<file path="config.mk">
export PLATFORM = sky130hd
export DESIGN_NAME = lr1pe_ram
export DESIGN_NICKNAME = d
export VERILOG_FILES = /design/src/sv/lr1pe_ram.sv
export SDC_FILE = /design/constraint.sdc
export NUM_CORES = 2
export LEC_CHECK = 0
export BUFFER_PORTS_ARGS = -buffer_cell sky130_fd_sc_hd__buf_2
export CAP_MARGIN = 20
export CORE_MARGIN = 4
export CORE_UTILIZATION = 55
export DETAILED_ROUTE_END_ITERATION = 10
export PLACE_DENSITY = 0.78
export SYNTH_ARGS = -nofsm -noshare
export SYNTH_HDL_FRONTEND = slang
export SYNTH_SLANG_ARGS = --single-unit
</file>
<file path="constraint.sdc">
create_clock -name clk -period 5.31 [get_ports clk]
set_input_delay 0.2655 -clock clk [delete_from_list [all_inputs] [get_ports clk]]
set_output_delay 0.2655 -clock clk [all_outputs]
set_load 0.02 [all_outputs]
</file>
<file path="src/sv/lr1pe_ram.sv">
// Simple dual-port RAM: one write port, one registered read port.
`timescale 1ns / 1ps
module lr1pe_ram #(
	parameter int WIDTH  = 8,
	parameter int ADDR_W = 8
) (
	input  logic              clk,
	input  logic              we,
	input  logic [ADDR_W-1:0] waddr,
	input  logic [WIDTH-1:0]  wdata,
	input  logic [ADDR_W-1:0] raddr,
	output logic [WIDTH-1:0]  rdata
);
	logic [WIDTH-1:0] mem [1 << ADDR_W];

	always_ff @(posedge clk) begin
		if (we) begin
			mem[waddr] <= wdata;
		end
	end

	always_ff @(posedge clk) begin
		rdata <= mem[raddr];
	end
endmodule

</file>
==> impl_metrics.toml <==
[clock_tree]
htreeDepth = 4
clockBufferDepth = 3
clock_latency_ns = 0.83
cts_resized = 0
cts_sinks = 2056
clockRootBuffer = "clkbuf_16"
clk_pin_slew_ns = 0.06
cts_buffers = 193
cts_tree = "yes"
cts_setup_buffers = 0

[min_path]
hold_class = "primary input to flop"

[route]
routed-wl-met2_um = 95500
maxUsedRoutingLayer = "met5"
first_pass_iters = 6
antenna_left = 0
wl_met3_um = 23900
wl_um = 198000
wl_met1_um = 70300
drtIter0Drc = 6348
drc = 0
dr_total_vias = 40200
viasPerCell = 6.84
wl_per_cell_um = 33.7

[yosys]
syn_nets = 3759
ys_ff_latch = 2056
ys.flop_type = "edfxtp_1"
synth_largest_area_cell = "edfxtp_1"
synth_most_common_cell = "edfxtp_1"
synth-warning-count = 0
synth_edf_count = 2048
synth_top_area_share = 0.773
synthTopCellsByCount = "edfxtp_1, mux4_2, nor2_1"
yosysSeqAreaShare = 0.775
yosysUniqueCellTypes = 55
syn_area_um2 = 79600
avgSynthCellArea_um2 = 21.3
syn_inst = 3733
synthTopCellsByArea = "edfxtp_1, mux4_2, mux2i_1"
synthArstFlopShare = 0

[die]
die_h_um = 388
start_util = 0.554
die_area_um2 = 151000
rows = 139
fp.dieW_um = 388
core_area_um2 = 144000
io-pin-count = 34

[worst_setup_path]
crit_chain = "buf_8, buf_4, mux2i_1, o221ai_1, o211ai_1, a21oi_1, nor4_1, nor4_1"
crit_family = "buffers and inverters"
cp-start-kind = "primary input"
critPathKind = "primary input to flop"
crit_path_max_fanout = 61
required_ns = 5.94
slowest_delay_ns = 0.97
crit_slowest_cell = "nor4_1"
worst-path-buf-inv = 2
worstPathArrival_ns = 3.70
cp-end-kind = "flop"
cpMostUsedCell = "nor4_1"

[sta]
tightest_slew_ns = 1.27
fin_crit_sh = 0.578
slew_headroom = 0.156
max_freq_ghz = 0.326
drv_slew = 0
setup_viol = 0
hold_violations = 0
holdWs_ns = 0.103
setup_ws_ns = 2.24
fin_worst_skew_ns = 0.0656
tns_ns = 0
rsz0062_at_grt = "false"
min_period_ns = 3.07

[pwr]
vdd_drop_max_uv = 412
p_leak_nw = 27.0
cellPowerDensity_nw_per_um2 = 379

[place]
port-buffer-count = 33
routabilityCongestion = 0.846
dp_slack_ns = 1.45
dpl.hpwl_um = 113000

[job]
drv_cap = 0

[grt]
grt_pass1_wl_um = 289000
antenna_found_initial = 15
track_usage = 0.264
overflow = 0
grt_max_degree = 221
grt_pass1_vias = 40500

[cells_and_area]
final-seq-area_um2 = 61700
final_layout_size_suffix_gt1_frac = 0.218
fill_cells = 9400
nets = 3839
multi_input_area_um2 = 16500
synthToLayoutAreaGrowth_pct = 10.6

[outcome]
outcome = "finished clean"
-- cell usage in the layout, fill, tap and decap left out, drive strengths merged, types with 34 or more instances in the layout --
cell and n:
clkinv 82, mux4 456, o221ai 47, clkbuf 256, nand3 34, a21oi 96, mux2i 134, a22oi 133
edfxtp 2048, nor2 282, buf 108
-- through the flow --
stage	instances	total power, mW	util	instance area [µm²]
after global routing	5880	34.2	0.612	88000
final	5885	33.3	0.613	88000
after global placement	5515	19.8	0.568	81600
after floorplan	3733	19.1	-	79600
after detailed placement	5517	19.8	0.568	81600
after CTS	5875	33.4	0.612	88000
-- report_power, final --
part | internal [mW] | total [mW] | switching, mW
combinational | 0.527 | 1.59 | 1.06
sequential | 17.9 | 17.9 | 0.0465
clock | 7.70 | 13.8 | 6.12
total | 26.1 | 33.3 | 7.22
-- per-layer routing --
layer | GRT usage | up-vias
li1 | - | 15800
met1 | 0.366 | 20900
met2 | 0.408 | 2965
met3 | 0.0664 | 516
met4 | 0.107 | 14
met5 | 0 | -
-- worst reg2reg max path, stage by stage (launching register included) --
cell and delay [ns]:
edfxtp_1 0.38, mux4_2 0.49, mux4_2 0.50, nor2b_1 0.19
nor4_1 1.03, nor4_1 0.16
-- state kept, by name (all words and copies together) (netlist names) --
signal  count
mem      2048
rdata       8
-- timing repair --
action,4_1_cts,5_1_grt
endpoints found under the hold margin,36,0
hold buffers,1,0
endpoints found under the setup margin,0,0
-- kinds of logic after synthesis --
family                 count (synthesis)  synth area share
AO/OA/AOI/OAI                        385            0.0342
buffers and inverters                235            0.0183
flip-flops                          2056             0.775
AND/OR/NAND/NOR                      466            0.0263
multiplexers                         591             0.146
-- final timing paths --
check                            start               endpoint  slack [ns]  cells past startpoint
setup / recovery              raddr[0]       rdata[4]$_DFF_P_        2.24                      8
hold / removal                wdata[4]  mem[224][4]$_DFFE_PP_        0.10                      1
setup reg to reg  mem[84][4]$_DFFE_PP_       rdata[4]$_DFF_P_        2.37                      5
hold reg to reg   mem[41][3]$_DFFE_PP_       rdata[3]$_DFF_P_        1.10                      6
-- area by class of cell --
type,count,area share
Antenna cell,7,0.000199
Clock buffer,247,0.0577
Clock inverter,110,0.0140
Inverter,2,0.0000853
Multi-Input combinational cell,1442,0.187
Sequential cell,2056,0.701
Tap cell,1903,0.0271
Timing Repair Buffer,118,0.0130
Note: power is estimated with default switching activity, not from simulation.
